<file path="src/hdl/assert_macros.svh">
// Assertion macros shared by the converter RTL; each uses the enclosing clk and rst_n.
`ifndef ASSERT_MACROS_SVH
`define ASSERT_MACROS_SVH

// The condition must hold at every clock edge outside reset.
`define ASSERT_ALWAYS(label, expr, msg) \
    label: assert property (@(posedge clk) disable iff (!rst_n) (expr)) else $error(msg);

// When the antecedent holds, the consequent must hold in the same cycle.
`define ASSERT_IMPLY(label, ante, cons, msg) \
    label: assert property (@(posedge clk) disable iff (!rst_n) (ante) |-> (cons)) \
        else $error(msg);

// When the antecedent holds, the consequent must hold in the next cycle.
`define ASSERT_NEXT(label, ante, cons, msg) \
    label: assert property (@(posedge clk) disable iff (!rst_n) (ante) |=> (cons)) \
        else $error(msg);

`endif

</file>
<file path="src/hdl/cdn_pkg.sv">
// Shared types and field widths of the calendar day-number converter.
package cdn_pkg;

    // Field widths of the input and result items.
    localparam int JDN_W   = 22;
    localparam int YEAR_W  = 12;
    localparam int MONTH_W = 4;
    localparam int DAY_W   = 5;

    // Source calendar selected by the opcode field.
    typedef enum logic
    {
        CAL_GREG = 1'b0,
        CAL_ETH  = 1'b1
    } cal_t;

    // One queue entry: the day number and the range-error flag of the date.
    typedef struct packed
    {
        logic             err;
        logic [JDN_W-1:0] jdn;
    } cdn_entry_t;

endpackage

</file>
<file path="src/hdl/cdn_fifo.sv">
// Small queue of day numbers between the front and back pipelines.
`include "assert_macros.svh"

module cdn_fifo import cdn_pkg::*; #(
    parameter int DEPTH = 4
) (
    input  logic       clk,
    input  logic       rst_n,
    input  logic       wr_valid,
    output logic       wr_ready,
    input  cdn_entry_t wr_data,
    output logic       rd_valid,
    input  logic       rd_ready,
    output cdn_entry_t rd_data
);

    localparam int PW = $clog2(DEPTH);
    localparam int CW = $clog2(DEPTH + 1);
    localparam logic [PW-1:0] LAST_PTR = PW'(DEPTH - 1);
    localparam logic [CW-1:0] FULL_CNT = CW'(DEPTH);

    cdn_entry_t      mem_reg [DEPTH];
    logic [PW-1:0]   wr_ptr_reg;
    logic [PW-1:0]   wr_ptr_next;
    logic [PW-1:0]   rd_ptr_reg;
    logic [PW-1:0]   rd_ptr_next;
    logic [CW-1:0]   count_reg;
    logic [CW-1:0]   count_next;
    logic            push;
    logic            pop;

    // Handshake status comes straight from the fill count.
    assign wr_ready = (count_reg != FULL_CNT);
    assign rd_valid = (count_reg != '0);
    assign rd_data  = mem_reg[rd_ptr_reg];
    assign push     = wr_valid && wr_ready;
    assign pop      = rd_valid && rd_ready;

    // Pointer and count update for each transfer on either side.
    always_comb
    begin
        wr_ptr_next = wr_ptr_reg;
        rd_ptr_next = rd_ptr_reg;
        count_next  = count_reg;
        if (push)
        begin
            wr_ptr_next = (wr_ptr_reg == LAST_PTR) ? '0 : wr_ptr_reg + PW'(1);
        end
        if (pop)
        begin
            rd_ptr_next = (rd_ptr_reg == LAST_PTR) ? '0 : rd_ptr_reg + PW'(1);
        end
        case ({push, pop})
            2'b10:   count_next = count_reg + CW'(1);
            2'b01:   count_next = count_reg - CW'(1);
            default: count_next = count_reg;
        endcase
    end

    // Control state.
    always_ff @(posedge clk or negedge rst_n)
    begin
        if (!rst_n)
        begin
            wr_ptr_reg <= '0;
            rd_ptr_reg <= '0;
            count_reg  <= '0;
        end
        else
        begin
            wr_ptr_reg <= wr_ptr_next;
            rd_ptr_reg <= rd_ptr_next;
            count_reg  <= count_next;
        end
    end

    // Entry storage.
    always_ff @(posedge clk)
    begin
        if (push)
        begin
            mem_reg[wr_ptr_reg] <= wr_data;
        end
    end

    `ASSERT_ALWAYS(a_count_bound, count_reg <= FULL_CNT, "queue count above depth")
    `ASSERT_NEXT(a_count_inc, push && !pop, count_reg == $past(count_reg) + CW'(1), "push lost")
    `ASSERT_NEXT(a_count_dec, pop && !push, count_reg == $past(count_reg) - CW'(1), "pop lost")

endmodule

</file>
<file path="src/hdl/cdn_front.sv">
// Front pipeline: checks the input date and forms its Julian day number.
module cdn_front import cdn_pkg::*; (
    input  logic               clk,
    input  logic               rst_n,
    input  logic               in_valid,
    output logic               in_ready,
    input  logic               opcode,
    input  logic [YEAR_W-1:0]  year_in,
    input  logic [MONTH_W-1:0] month_in,
    input  logic [DAY_W-1:0]   day_in,
    output logic               q_valid,
    input  logic               q_ready,
    output cdn_entry_t         q_data
);

    localparam logic [YEAR_W-1:0]  YEAR_MIN    = 12'd1000;
    localparam logic [YEAR_W-1:0]  YEAR_MAX    = 12'd3000;
    localparam logic [MONTH_W-1:0] GREG_MONTHS = 4'd12;
    localparam logic [MONTH_W-1:0] ETH_MONTHS  = 4'd13;
    localparam logic [MONTH_W-1:0] FEBRUARY    = 4'd2;
    localparam logic [JDN_W-1:0]   ETH_EPOCH   = 22'd1724220;
    localparam logic [JDN_W-1:0]   GREG_OFFSET = 22'd32075;

    // Days contributed by the month in the Gregorian formula, (367*(m-2-12a))/12.
    function automatic logic [8:0] month_term(input logic [MONTH_W-1:0] m);
        logic [8:0] v;
        unique case (m)
            4'd1:    v = 9'd336;
            4'd2:    v = 9'd367;
            4'd3:    v = 9'd30;
            4'd4:    v = 9'd61;
            4'd5:    v = 9'd91;
            4'd6:    v = 9'd122;
            4'd7:    v = 9'd152;
            4'd8:    v = 9'd183;
            4'd9:    v = 9'd214;
            4'd10:   v = 9'd244;
            4'd11:   v = 9'd275;
            4'd12:   v = 9'd305;
            default: v = 9'd0;
        endcase
        return v;
    endfunction

    typedef struct packed
    {
        logic             err;
        logic             eth;
        logic [12:0]      yg;
        logic [6:0]       cest;
        logic [8:0]       tm;
        logic [DAY_W-1:0] day;
        logic [JDN_W-1:0] ejdn;
    } f1_t;

    logic             f_en;
    logic             f1_valid_reg;
    logic             f2_valid_reg;
    f1_t              f1_reg;
    f1_t              f1_next;
    cdn_entry_t       f2_reg;
    cdn_entry_t       f2_next;
    logic             eth;
    logic [MONTH_W-1:0] month_max;
    logic [12:0]      yg;
    logic [19:0]      cest_prod;
    logic [12:0]      rem100;
    logic [8:0]       t_lo;
    logic [8:0]       t_hi;
    logic [8:0]       t_sel;
    logic [23:0]      base_prod;
    logic [JDN_W-1:0] gjdn;

    // Both stages move together; the last one waits on the queue.
    assign f_en     = !f2_valid_reg || q_ready;
    assign in_ready = f_en;
    assign q_valid  = f2_valid_reg;
    assign q_data   = f2_reg;

    // Stage one: range check, Ethiopian day number, century estimate.
    assign eth       = (cal_t'(opcode) == CAL_ETH);
    assign month_max = eth ? ETH_MONTHS : GREG_MONTHS;
    assign yg        = 13'(year_in) + 13'd4800 - ((month_in <= FEBRUARY) ? 13'd1 : 13'd0);
    assign cest_prod = 20'(yg) * 20'd81;

    always_comb
    begin
        f1_next.err  = (year_in < YEAR_MIN) || (year_in > YEAR_MAX) || (month_in == '0)
                       || (month_in > month_max) || (day_in == '0);
        f1_next.eth  = eth;
        f1_next.yg   = yg;
        f1_next.cest = cest_prod[19:13];
        f1_next.tm   = month_term(month_in);
        f1_next.day  = day_in;
        f1_next.ejdn = (22'(year_in) - 22'd1) * 22'd365 + 22'(year_in[11:2])
                       + (22'(month_in) - 22'd1) * 22'd30 + 22'(day_in) + ETH_EPOCH;
    end

    // Stage two: century correction and the Gregorian day number.
    assign rem100    = f1_reg.yg - 13'(f1_reg.cest) * 13'd100;
    assign t_lo      = (9'(f1_reg.cest) + 9'd1) * 9'd3 >> 2;
    assign t_hi      = (9'(f1_reg.cest) + 9'd2) * 9'd3 >> 2;
    assign t_sel     = (rem100 >= 13'd100) ? t_hi : t_lo;
    assign base_prod = 24'(f1_reg.yg) * 24'd1461;
    assign gjdn      = base_prod[23:2] + 22'(f1_reg.tm) + 22'(f1_reg.day) - 22'(t_sel)
                       - GREG_OFFSET;

    always_comb
    begin
        f2_next.err = f1_reg.err;
        f2_next.jdn = f1_reg.eth ? f1_reg.ejdn : gjdn;
    end

    // Stage valid bits.
    always_ff @(posedge clk or negedge rst_n)
    begin
        if (!rst_n)
        begin
            f1_valid_reg <= 1'b0;
            f2_valid_reg <= 1'b0;
        end
        else if (f_en)
        begin
            f1_valid_reg <= in_valid;
            f2_valid_reg <= f1_valid_reg;
        end
    end

    // Stage payload.
    always_ff @(posedge clk)
    begin
        if (f_en)
        begin
            f1_reg <= f1_next;
            f2_reg <= f2_next;
        end
    end

endmodule

</file>
<file path="src/hdl/cdn_back.sv">
// Back pipeline: turns a day number into Gregorian and Ethiopian dates.
`include "assert_macros.svh"

module cdn_back import cdn_pkg::*; (
    input  logic               clk,
    input  logic               rst_n,
    input  logic               q_valid,
    output logic               q_ready,
    input  cdn_entry_t         q_data,
    output logic               out_valid,
    input  logic               out_ready,
    output logic [JDN_W-1:0]   day_number,
    output logic [DAY_W-1:0]   greg_day,
    output logic [MONTH_W-1:0] greg_month,
    output logic [YEAR_W-1:0]  greg_year,
    output logic [DAY_W-1:0]   eth_day,
    output logic [MONTH_W-1:0] eth_month,
    output logic [YEAR_W-1:0]  eth_year,
    output logic [1:0]         cycle_day,
    output logic               input_error
);

    localparam int STAGES = 7;

    // Days before month index j in the inverse formula, (2447*j)/80.
    function automatic logic [9:0] day_base(input logic [3:0] j);
        logic [9:0] v;
        unique case (j)
            4'd0:    v = 10'd0;
            4'd1:    v = 10'd30;
            4'd2:    v = 10'd61;
            4'd3:    v = 10'd91;
            4'd4:    v = 10'd122;
            4'd5:    v = 10'd152;
            4'd6:    v = 10'd183;
            4'd7:    v = 10'd214;
            4'd8:    v = 10'd244;
            4'd9:    v = 10'd275;
            4'd10:   v = 10'd305;
            4'd11:   v = 10'd336;
            4'd12:   v = 10'd367;
            4'd13:   v = 10'd397;
            4'd14:   v = 10'd428;
            default: v = 10'd458;
        endcase
        return v;
    endfunction

    typedef struct packed
    {
        logic             err;
        logic [JDN_W-1:0] jdn;
        logic [23:0]      x;
        logic [6:0]       nest;
        logic [20:0]      t;
        logic [10:0]      qest;
    } s1_t;

    typedef struct packed
    {
        logic             err;
        logic [JDN_W-1:0] jdn;
        logic [6:0]       n;
        logic [15:0]      l2;
        logic [10:0]      q;
        logic [10:0]      r;
    } s2_t;

    typedef struct packed
    {
        logic             err;
        logic [JDN_W-1:0] jdn;
        logic [6:0]       n;
        logic [15:0]      l2;
        logic [6:0]       iest;
        logic [11:0]      ey;
        logic [8:0]       doy;
    } s3_t;

    typedef struct packed
    {
        logic             err;
        logic [JDN_W-1:0] jdn;
        logic [6:0]       n;
        logic [15:0]      l2;
        logic [6:0]       i;
        logic [11:0]      ey;
        logic [8:0]       doy;
        logic [3:0]       mo;
    } s4_t;

    typedef struct packed
    {
        logic             err;
        logic [JDN_W-1:0] jdn;
        logic [6:0]       n;
        logic [6:0]       i;
        logic [9:0]       l3;
        logic [11:0]      ey;
        logic [3:0]       em;
        logic [4:0]       ed;
    } s5_t;

    typedef struct packed
    {
        logic             err;
        logic [JDN_W-1:0] jdn;
        logic [6:0]       n;
        logic [6:0]       i;
        logic [9:0]       l3;
        logic [3:0]       j;
        logic [11:0]      ey;
        logic [3:0]       em;
        logic [4:0]       ed;
    } s6_t;

    typedef struct packed
    {
        logic               input_error;
        logic [JDN_W-1:0]   day_number;
        logic [DAY_W-1:0]   greg_day;
        logic [MONTH_W-1:0] greg_month;
        logic [YEAR_W-1:0]  greg_year;
        logic [DAY_W-1:0]   eth_day;
        logic [MONTH_W-1:0] eth_month;
        logic [YEAR_W-1:0]  eth_year;
        logic [1:0]         cycle_day;
    } s7_t;

    logic              b_en;
    logic [STAGES-1:0] valid_reg;
    s1_t               s1_reg;
    s1_t               s1_next;
    s2_t               s2_reg;
    s2_t               s2_next;
    s3_t               s3_reg;
    s3_t               s3_next;
    s4_t               s4_reg;
    s4_t               s4_next;
    s5_t               s5_reg;
    s5_t               s5_next;
    s6_t               s6_reg;
    s6_t               s6_next;
    s7_t               s7_reg;
    s7_t               s7_next;

    // Whole pipeline advances unless a finished result is still waiting.
    assign b_en      = !valid_reg[STAGES-1] || out_ready;
    assign q_ready   = b_en;
    assign out_valid = valid_reg[STAGES-1];

    // Stage one: quotient estimates for the 400-year and 4-year cycles.
    always_comb
    begin
        logic [JDN_W-1:0] l;
        logic [30:0]      pn;
        logic [31:0]      pt;
        l            = q_data.jdn + 22'd68569;
        s1_next.err  = q_data.err;
        s1_next.jdn  = q_data.jdn;
        s1_next.x    = {l, 2'b00};
        pn           = 31'({l, 2'b00}) * 31'd114;
        s1_next.nest = pn[30:24];
        s1_next.t    = 21'(q_data.jdn - 22'd1723856);
        pt           = 32'(s1_next.t) * 32'd1435;
        s1_next.qest = pt[31:21];
    end

    // Stage two: correct both quotients and keep the remainders.
    always_comb
    begin
        logic [23:0] rn;
        logic [23:0] rn_c;
        logic        nhi;
        logic [20:0] rq;
        logic [20:0] rq_c;
        logic        qhi;
        rn          = s1_reg.x - 24'(s1_reg.nest) * 24'd146097;
        nhi         = (rn >= 24'd146097);
        rn_c        = nhi ? (rn - 24'd146097) : rn;
        rq          = s1_reg.t - 21'(s1_reg.qest) * 21'd1461;
        qhi         = (rq >= 21'd1461);
        rq_c        = qhi ? (rq - 21'd1461) : rq;
        s2_next.err = s1_reg.err;
        s2_next.jdn = s1_reg.jdn;
        s2_next.n   = s1_reg.nest + 7'(nhi);
        s2_next.l2  = rn_c[17:2];
        s2_next.q   = s1_reg.qest + 11'(qhi);
        s2_next.r   = rq_c[10:0];
    end

    // Stage three: estimate of the year within the century; Ethiopian year and day of year.
    always_comb
    begin
        logic [16:0] a;
        logic [24:0] pi;
        logic [2:0]  k;
        logic        last_day;
        a  = 17'(s2_reg.l2) + 17'd1;
        pi = 25'(a) * 25'd179;
        last_day = 1'b0;
        if (s2_reg.r >= 11'd1460)
        begin
            k        = 3'd4;
            last_day = 1'b1;
            s3_next.doy = 9'd365;
        end
        else if (s2_reg.r >= 11'd1095)
        begin
            k           = 3'd3;
            s3_next.doy = 9'(s2_reg.r - 11'd1095);
        end
        else if (s2_reg.r >= 11'd730)
        begin
            k           = 3'd2;
            s3_next.doy = 9'(s2_reg.r - 11'd730);
        end
        else if (s2_reg.r >= 11'd365)
        begin
            k           = 3'd1;
            s3_next.doy = 9'(s2_reg.r - 11'd365);
        end
        else
        begin
            k           = 3'd0;
            s3_next.doy = 9'(s2_reg.r);
        end
        s3_next.err  = s2_reg.err;
        s3_next.jdn  = s2_reg.jdn;
        s3_next.n    = s2_reg.n;
        s3_next.l2   = s2_reg.l2;
        s3_next.iest = pi[22:16];
        s3_next.ey   = 12'({s2_reg.q, 2'b00}) + 12'(k) - 12'(last_day);
    end

    // Stage four: correct the year-in-century quotient; Ethiopian month index.
    always_comb
    begin
        logic [16:0] a;
        logic [27:0] ri;
        logic [3:0]  mo;
        a  = 17'(s3_reg.l2) + 17'd1;
        ri = 28'(a) * 28'd4000 - 28'(s3_reg.iest) * 28'd1461001;
        mo = 4'd0;
        for (int k = 1; k <= 12; k++)
        begin
            mo = mo + 4'(s3_reg.doy >= 9'(30 * k));
        end
        s4_next.err = s3_reg.err;
        s4_next.jdn = s3_reg.jdn;
        s4_next.n   = s3_reg.n;
        s4_next.l2  = s3_reg.l2;
        s4_next.i   = s3_reg.iest + 7'(ri >= 28'd1461001);
        s4_next.ey  = s3_reg.ey;
        s4_next.doy = s3_reg.doy;
        s4_next.mo  = mo;
    end

    // Stage five: day within the Gregorian year; Ethiopian month and day.
    always_comb
    begin
        logic [17:0] pl;
        logic [15:0] l3w;
        logic [8:0]  edw;
        pl          = 18'(s4_reg.i) * 18'd1461;
        l3w         = s4_reg.l2 - pl[17:2] + 16'd31;
        edw         = s4_reg.doy - 9'(s4_reg.mo) * 9'd30 + 9'd1;
        s5_next.err = s4_reg.err;
        s5_next.jdn = s4_reg.jdn;
        s5_next.n   = s4_reg.n;
        s5_next.i   = s4_reg.i;
        s5_next.l3  = l3w[9:0];
        s5_next.ey  = s4_reg.ey;
        s5_next.em  = s4_reg.mo + 4'd1;
        s5_next.ed  = edw[4:0];
    end

    // Stage six: Gregorian month index by comparison against month boundaries.
    always_comb
    begin
        logic [16:0] x80;
        logic [3:0]  j;
        x80 = 17'(s5_reg.l3) * 17'd80;
        j   = 4'd0;
        for (int k = 1; k <= 15; k++)
        begin
            j = j + 4'(x80 >= 17'(2447 * k));
        end
        s6_next.err = s5_reg.err;
        s6_next.jdn = s5_reg.jdn;
        s6_next.n   = s5_reg.n;
        s6_next.i   = s5_reg.i;
        s6_next.l3  = s5_reg.l3;
        s6_next.j   = j;
        s6_next.ey  = s5_reg.ey;
        s6_next.em  = s5_reg.em;
        s6_next.ed  = s5_reg.ed;
    end

    // Stage seven: Gregorian date, then zero everything for an out-of-range date.
    always_comb
    begin
        logic [9:0] gdw;
        logic       wrap;
        gdw  = s6_reg.l3 - day_base(s6_reg.j);
        wrap = (s6_reg.j >= 4'd11);
        if (s6_reg.err)
        begin
            s7_next             = '0;
            s7_next.input_error = 1'b1;
        end
        else
        begin
            s7_next.input_error = 1'b0;
            s7_next.day_number  = s6_reg.jdn;
            s7_next.greg_day    = gdw[4:0];
            s7_next.greg_month  = s6_reg.j + 4'd2 - (wrap ? 4'd12 : 4'd0);
            s7_next.greg_year   = 12'd100 * (12'(s6_reg.n) - 12'd49) + 12'(s6_reg.i)
                                  + 12'(wrap);
            s7_next.eth_day     = s6_reg.ed;
            s7_next.eth_month   = s6_reg.em;
            s7_next.eth_year    = s6_reg.ey;
            s7_next.cycle_day   = s6_reg.jdn[1:0];
        end
    end

    // Stage valid bits.
    always_ff @(posedge clk or negedge rst_n)
    begin
        if (!rst_n)
        begin
            valid_reg <= '0;
        end
        else if (b_en)
        begin
            valid_reg <= {valid_reg[STAGES-2:0], q_valid};
        end
    end

    // Stage payload.
    always_ff @(posedge clk)
    begin
        if (b_en)
        begin
            s1_reg <= s1_next;
            s2_reg <= s2_next;
            s3_reg <= s3_next;
            s4_reg <= s4_next;
            s5_reg <= s5_next;
            s6_reg <= s6_next;
            s7_reg <= s7_next;
        end
    end

    // Result ports come from the last stage register.
    assign day_number  = s7_reg.day_number;
    assign greg_day    = s7_reg.greg_day;
    assign greg_month  = s7_reg.greg_month;
    assign greg_year   = s7_reg.greg_year;
    assign eth_day     = s7_reg.eth_day;
    assign eth_month   = s7_reg.eth_month;
    assign eth_year    = s7_reg.eth_year;
    assign cycle_day   = s7_reg.cycle_day;
    assign input_error = s7_reg.input_error;

    `ASSERT_IMPLY(a_err_zero, out_valid && input_error,
                  day_number == '0 && greg_year == '0 && eth_year == '0,
                  "error result not cleared")
    `ASSERT_IMPLY(a_greg_month, out_valid && !input_error,
                  greg_month >= 4'd1 && greg_month <= 4'd12, "Gregorian month out of range")
    `ASSERT_IMPLY(a_eth_month, out_valid && !input_error,
                  eth_month >= 4'd1 && eth_month <= 4'd13, "Ethiopian month out of range")
    `ASSERT_NEXT(a_out_hold, out_valid && !out_ready,
                 out_valid && $stable(day_number), "waiting result changed")

endmodule

</file>
<file path="src/hdl/calendar_day_number_converter_top.sv">
// Calendar day-number converter: a Gregorian or Ethiopian date in, its Julian day number,
// Gregorian date, Ethiopian date and four-day cycle index out. One date can be taken
// every cycle while in_ready is high. A two-stage front pipeline checks the date and
// forms the day number, a queue of QUEUE_DEPTH entries follows, and a seven-stage back
// pipeline does the inverse conversions with constant-reciprocal divisions. The front
// keeps taking dates while the output is stalled until the queue fills. An out-of-range
// year or month, or a zero day, gives a result with input_error set and every other
// field zero.
module calendar_day_number_converter_top import cdn_pkg::*; #(
    parameter int QUEUE_DEPTH = 4
) (
    input  logic               clk,
    input  logic               rst_n,
    input  logic               in_valid,
    output logic               in_ready,
    input  logic               opcode,
    input  logic [YEAR_W-1:0]  year_in,
    input  logic [MONTH_W-1:0] month_in,
    input  logic [DAY_W-1:0]   day_in,
    output logic               out_valid,
    input  logic               out_ready,
    output logic [JDN_W-1:0]   day_number,
    output logic [DAY_W-1:0]   greg_day,
    output logic [MONTH_W-1:0] greg_month,
    output logic [YEAR_W-1:0]  greg_year,
    output logic [DAY_W-1:0]   eth_day,
    output logic [MONTH_W-1:0] eth_month,
    output logic [YEAR_W-1:0]  eth_year,
    output logic [1:0]         cycle_day,
    output logic               input_error
);

    logic       fq_valid;
    logic       fq_ready;
    cdn_entry_t fq_data;
    logic       qb_valid;
    logic       qb_ready;
    cdn_entry_t qb_data;

    // Date check and day-number formation.
    cdn_front u_front (
        .clk      (clk),
        .rst_n    (rst_n),
        .in_valid (in_valid),
        .in_ready (in_ready),
        .opcode   (opcode),
        .year_in  (year_in),
        .month_in (month_in),
        .day_in   (day_in),
        .q_valid  (fq_valid),
        .q_ready  (fq_ready),
        .q_data   (fq_data)
    );

    // Queue between the two pipelines.
    cdn_fifo #(
        .DEPTH (QUEUE_DEPTH)
    ) u_queue (
        .clk      (clk),
        .rst_n    (rst_n),
        .wr_valid (fq_valid),
        .wr_ready (fq_ready),
        .wr_data  (fq_data),
        .rd_valid (qb_valid),
        .rd_ready (qb_ready),
        .rd_data  (qb_data)
    );

    // Inverse conversions and result register.
    cdn_back u_back (
        .clk         (clk),
        .rst_n       (rst_n),
        .q_valid     (qb_valid),
        .q_ready     (qb_ready),
        .q_data      (qb_data),
        .out_valid   (out_valid),
        .out_ready   (out_ready),
        .day_number  (day_number),
        .greg_day    (greg_day),
        .greg_month  (greg_month),
        .greg_year   (greg_year),
        .eth_day     (eth_day),
        .eth_month   (eth_month),
        .eth_year    (eth_year),
        .cycle_day   (cycle_day),
        .input_error (input_error)
    );

endmodule

</file>
<file path="config.mk">
export PLATFORM = sky130hd
export DESIGN_NAME = calendar_day_number_converter_top
export DESIGN_NICKNAME = d
export VERILOG_FILES = /design/src/hdl/cdn_pkg.sv /design/src/hdl/cdn_fifo.sv /design/src/hdl/cdn_front.sv /design/src/hdl/cdn_back.sv /design/src/hdl/calendar_day_number_converter_top.sv
export VERILOG_INCLUDE_DIRS = /design/src /design/src/hdl
export SDC_FILE = /design/constraint.sdc
export NUM_CORES = 2
export LEC_CHECK = 0
export BUFFER_PORTS_ARGS = -buffer_cell sky130_fd_sc_hd__buf_2
export CORE_MARGIN = 1.5
export CORE_UTILIZATION = 50
export DETAILED_ROUTE_END_ITERATION = 16
export GPL_ROUTABILITY_DRIVEN = 0
export PLACE_DENSITY = 0.76
export SKIP_CTS_REPAIR_TIMING = 1
export SLEW_MARGIN = 10
export SYNTH_ARGS = -nofsm -noshare
export SYNTH_HDL_FRONTEND = slang
export SYNTH_SLANG_ARGS = --single-unit
</file>
<file path="constraint.sdc">
create_clock -name clk -period 28.7 [get_ports clk]
set_input_delay 1.435 -clock clk [delete_from_list [all_inputs] [get_ports clk]]
set_output_delay 1.435 -clock clk [all_outputs]
set_load 0.02 [all_outputs]
</file>
==> metrics <==
status complete, no violations; most frequent cells in the layout inv_1, ha_1, edfxtp_1; CTS sink count 683; Die ar. 125,000 sq um; Tmin final 10.20 ns; register area share after synthesis 33.2%; clock slew seen by the registers of the worst setup and hold paths 0.06 ns; crit start category flip-flop; WP data arrival 10.59 ns; Chip Width 353 um; EDFF count, synth 662; Synth Instances 5,435; Critical-path top delay cell xnor2_1; critical path class flip-flop to flip-flop; Post-Route Setup TNS 0 ns; largest net degree at the start of global routing 92; Mapped Nets 6,983; maxcap violations 0; Synth Register Bits 683; worst hold path startpoint u_back.s3_reg[10]; TritonCTS clock tree done; Netlist cell types 84; DP Wirelength 90.6 mm; max reg flops 92; initial antenna violation count 2; Crit Reg-Reg Startpoint u_back.s3_reg[28]; Worst-Skew Late Latency 0.66 ns; Slew @ Worst Pin 1.08 ns; Hold Crit Endpoint u_back.s4_reg[14]; cell taking the most area after synthesis edfxtp_1; Max Freq 98.1 MHz; Routed wire per std cell 15.4 um; max-slew violations 0; depth of the CTS H-tree 3; WHS Path Cells 0; Ports 95; chip height 353 um; Rows 128; ANT cells 0; Layout Skew 0.0466 ns; ys flop type edfxtp_1; vias in the first global route 39,217; initial core utilization 50.4%; nets@finish 7,116; first-pass GRT wire length 189 mm; R2R Path End u_back.s4_reg[31]; non-filler cells, final 7,249; Critical Path RT 29.09 ns; Port Buffers 94; CP bufs+invs 5; via count 37,802; Total GRT Usage 18.2%; Finish-stage setup viols 0; min-delay worst type flip-flop to flip-flop; post-route clock period utilization 35.5%; clock root cell clkbuf_16; Core ar. 122,000 sq um; setup repair after global routing missed its margin false; Slew HR 27.5%; Synth top area share 32.4%; worst-path fanout max 8; clock buffer count from CTS 76; TritonRoute pass-1 iters 5; Post-Route WL 112 mm; vias per cell 5.21; Max Root-Sink Buffers 3; CP endpoint kind flip-flop; # DRC 0; Area contributors post-synth edfxtp_1, ha_1, fa_1, inv_1, xnor2_1; Syn Area/Cell 11.3 sq um; Final ANT Viol Nets 0; Area growth, synth to finish 8.04%; layout cell share with drive strength beyond 1 5.46%; reg2reg path depth 36; Cell Count Post-Placement 7,115; drt initial violations 1,802; Synth async-reset ratio 2.34%; commonest non-fill, non-tap cell in the layout inv_1; grt ovf 0; Fin. Hold Viols 0; flop2flop setup slack 18.50 ns; DP Worst Slack 18.59 ns; fin worst setup slack 18.50 ns; slowest stage delay, CP 0.66 ns; FILL cells 10,159; Synth Cell Area 61,400 sq um; Synth warnings 0; CP top delay family adder cells
==> area by class of cell <==
class / count / area (sq um) / area share (%)
clock buffers: 83 / 1930 / 2.91
clock inverters: 51 / 568 / 0.856
inverters: 1136 / 4260 / 6.43
multi-input cells: 3556 / 36500 / 55.1
flip-flops and latches: 683 / 20400 / 30.7
well taps: 1625 / 2030 / 3.06
repair buffers: 115 / 628 / 0.947
==> metal layers <==
layer  track usage, %  up-vias  part of all wire (%)
li1                 -    18516                     -
met1             23.6    18438                    44
met2             32.1      678                    50
met3             2.40      168                   3.7
met4             4.90        2                   2.4
met5                0        -                 0.012
==> synth_stat cells (16+ instances only) <==
library cell and n:
a211oi_1 16, a21boi_0 17, a21o_1 74, a21oi_1 210
a31oi_1 26, and2_1 18, and3_1 32, clkbuf_1 48
dfrtp_1 16, edfxtp_1 662, fa_1 542, ha_1 980
inv_1 1135, mux2_2 16, mux4_2 24, nand2_1 180
nand2b_1 45, nand3_1 74, nand4_1 17, nor2_1 205
nor2b_1 86, nor3_1 73, o211ai_1 20, o21a_1 43
o21ai_0 151, o21bai_1 42, o31ai_1 25, or3_1 24
xnor2_1 289, xor2_1 139
==> kinds of logic after synthesis <==
group	count (synthesis)	share of synthesized area, %
simple gates	817	6.56
mux	53	1.39
compound gates	735	7.74
flops	683	33.2
fa+ha+maj	1522	37.6
xor+xnor	429	6.14
buf+inv	1196	7.34
==> metrics by stage <==
stage / utilization, % / area [sq um] / hold slack (ns)
after floorplan: - / 61400 / 0.400
after global placement: 52.4 / 63900 / 0.401
after detailed placement: 52.4 / 63900 / 0.405
after CTS: 54.4 / 66300 / 0.400
after global routing: 54.4 / 66300 / 0.415
final: 54.4 / 66300 / 0.403
==> worst reg2reg max path: cells and delay by family, from the launching register on <==
family	cells	cell delay (ns)
AO/OA/AOI/OAI	12	2.54
XOR/XNOR	5	1.48
adder cells (fa/ha/maj)	10	4.07
buffers and inverters	5	0.24
flip-flops	1	0.53
AND/OR/NAND/NOR	4	1.06
==> worst max-delay path by stage <==
stage,from,to,depth (start not counted)
after detailed placement,u_back.s3_reg[28],u_back.s4_reg[31],36
after floorplan,out_ready,flip-flop,7
final,u_back.s3_reg[28],u_back.s4_reg[31],36
after global routing,u_back.s3_reg[28],u_back.s4_reg[31],36
after CTS,u_back.s3_reg[28],u_back.s4_reg[31],36
after global placement,u_back.s3_reg[28],u_back.s4_reg[31],36
Power is not shown: default switching activity piles up to over one toggle a cycle in this logic, so the estimate is an artifact.
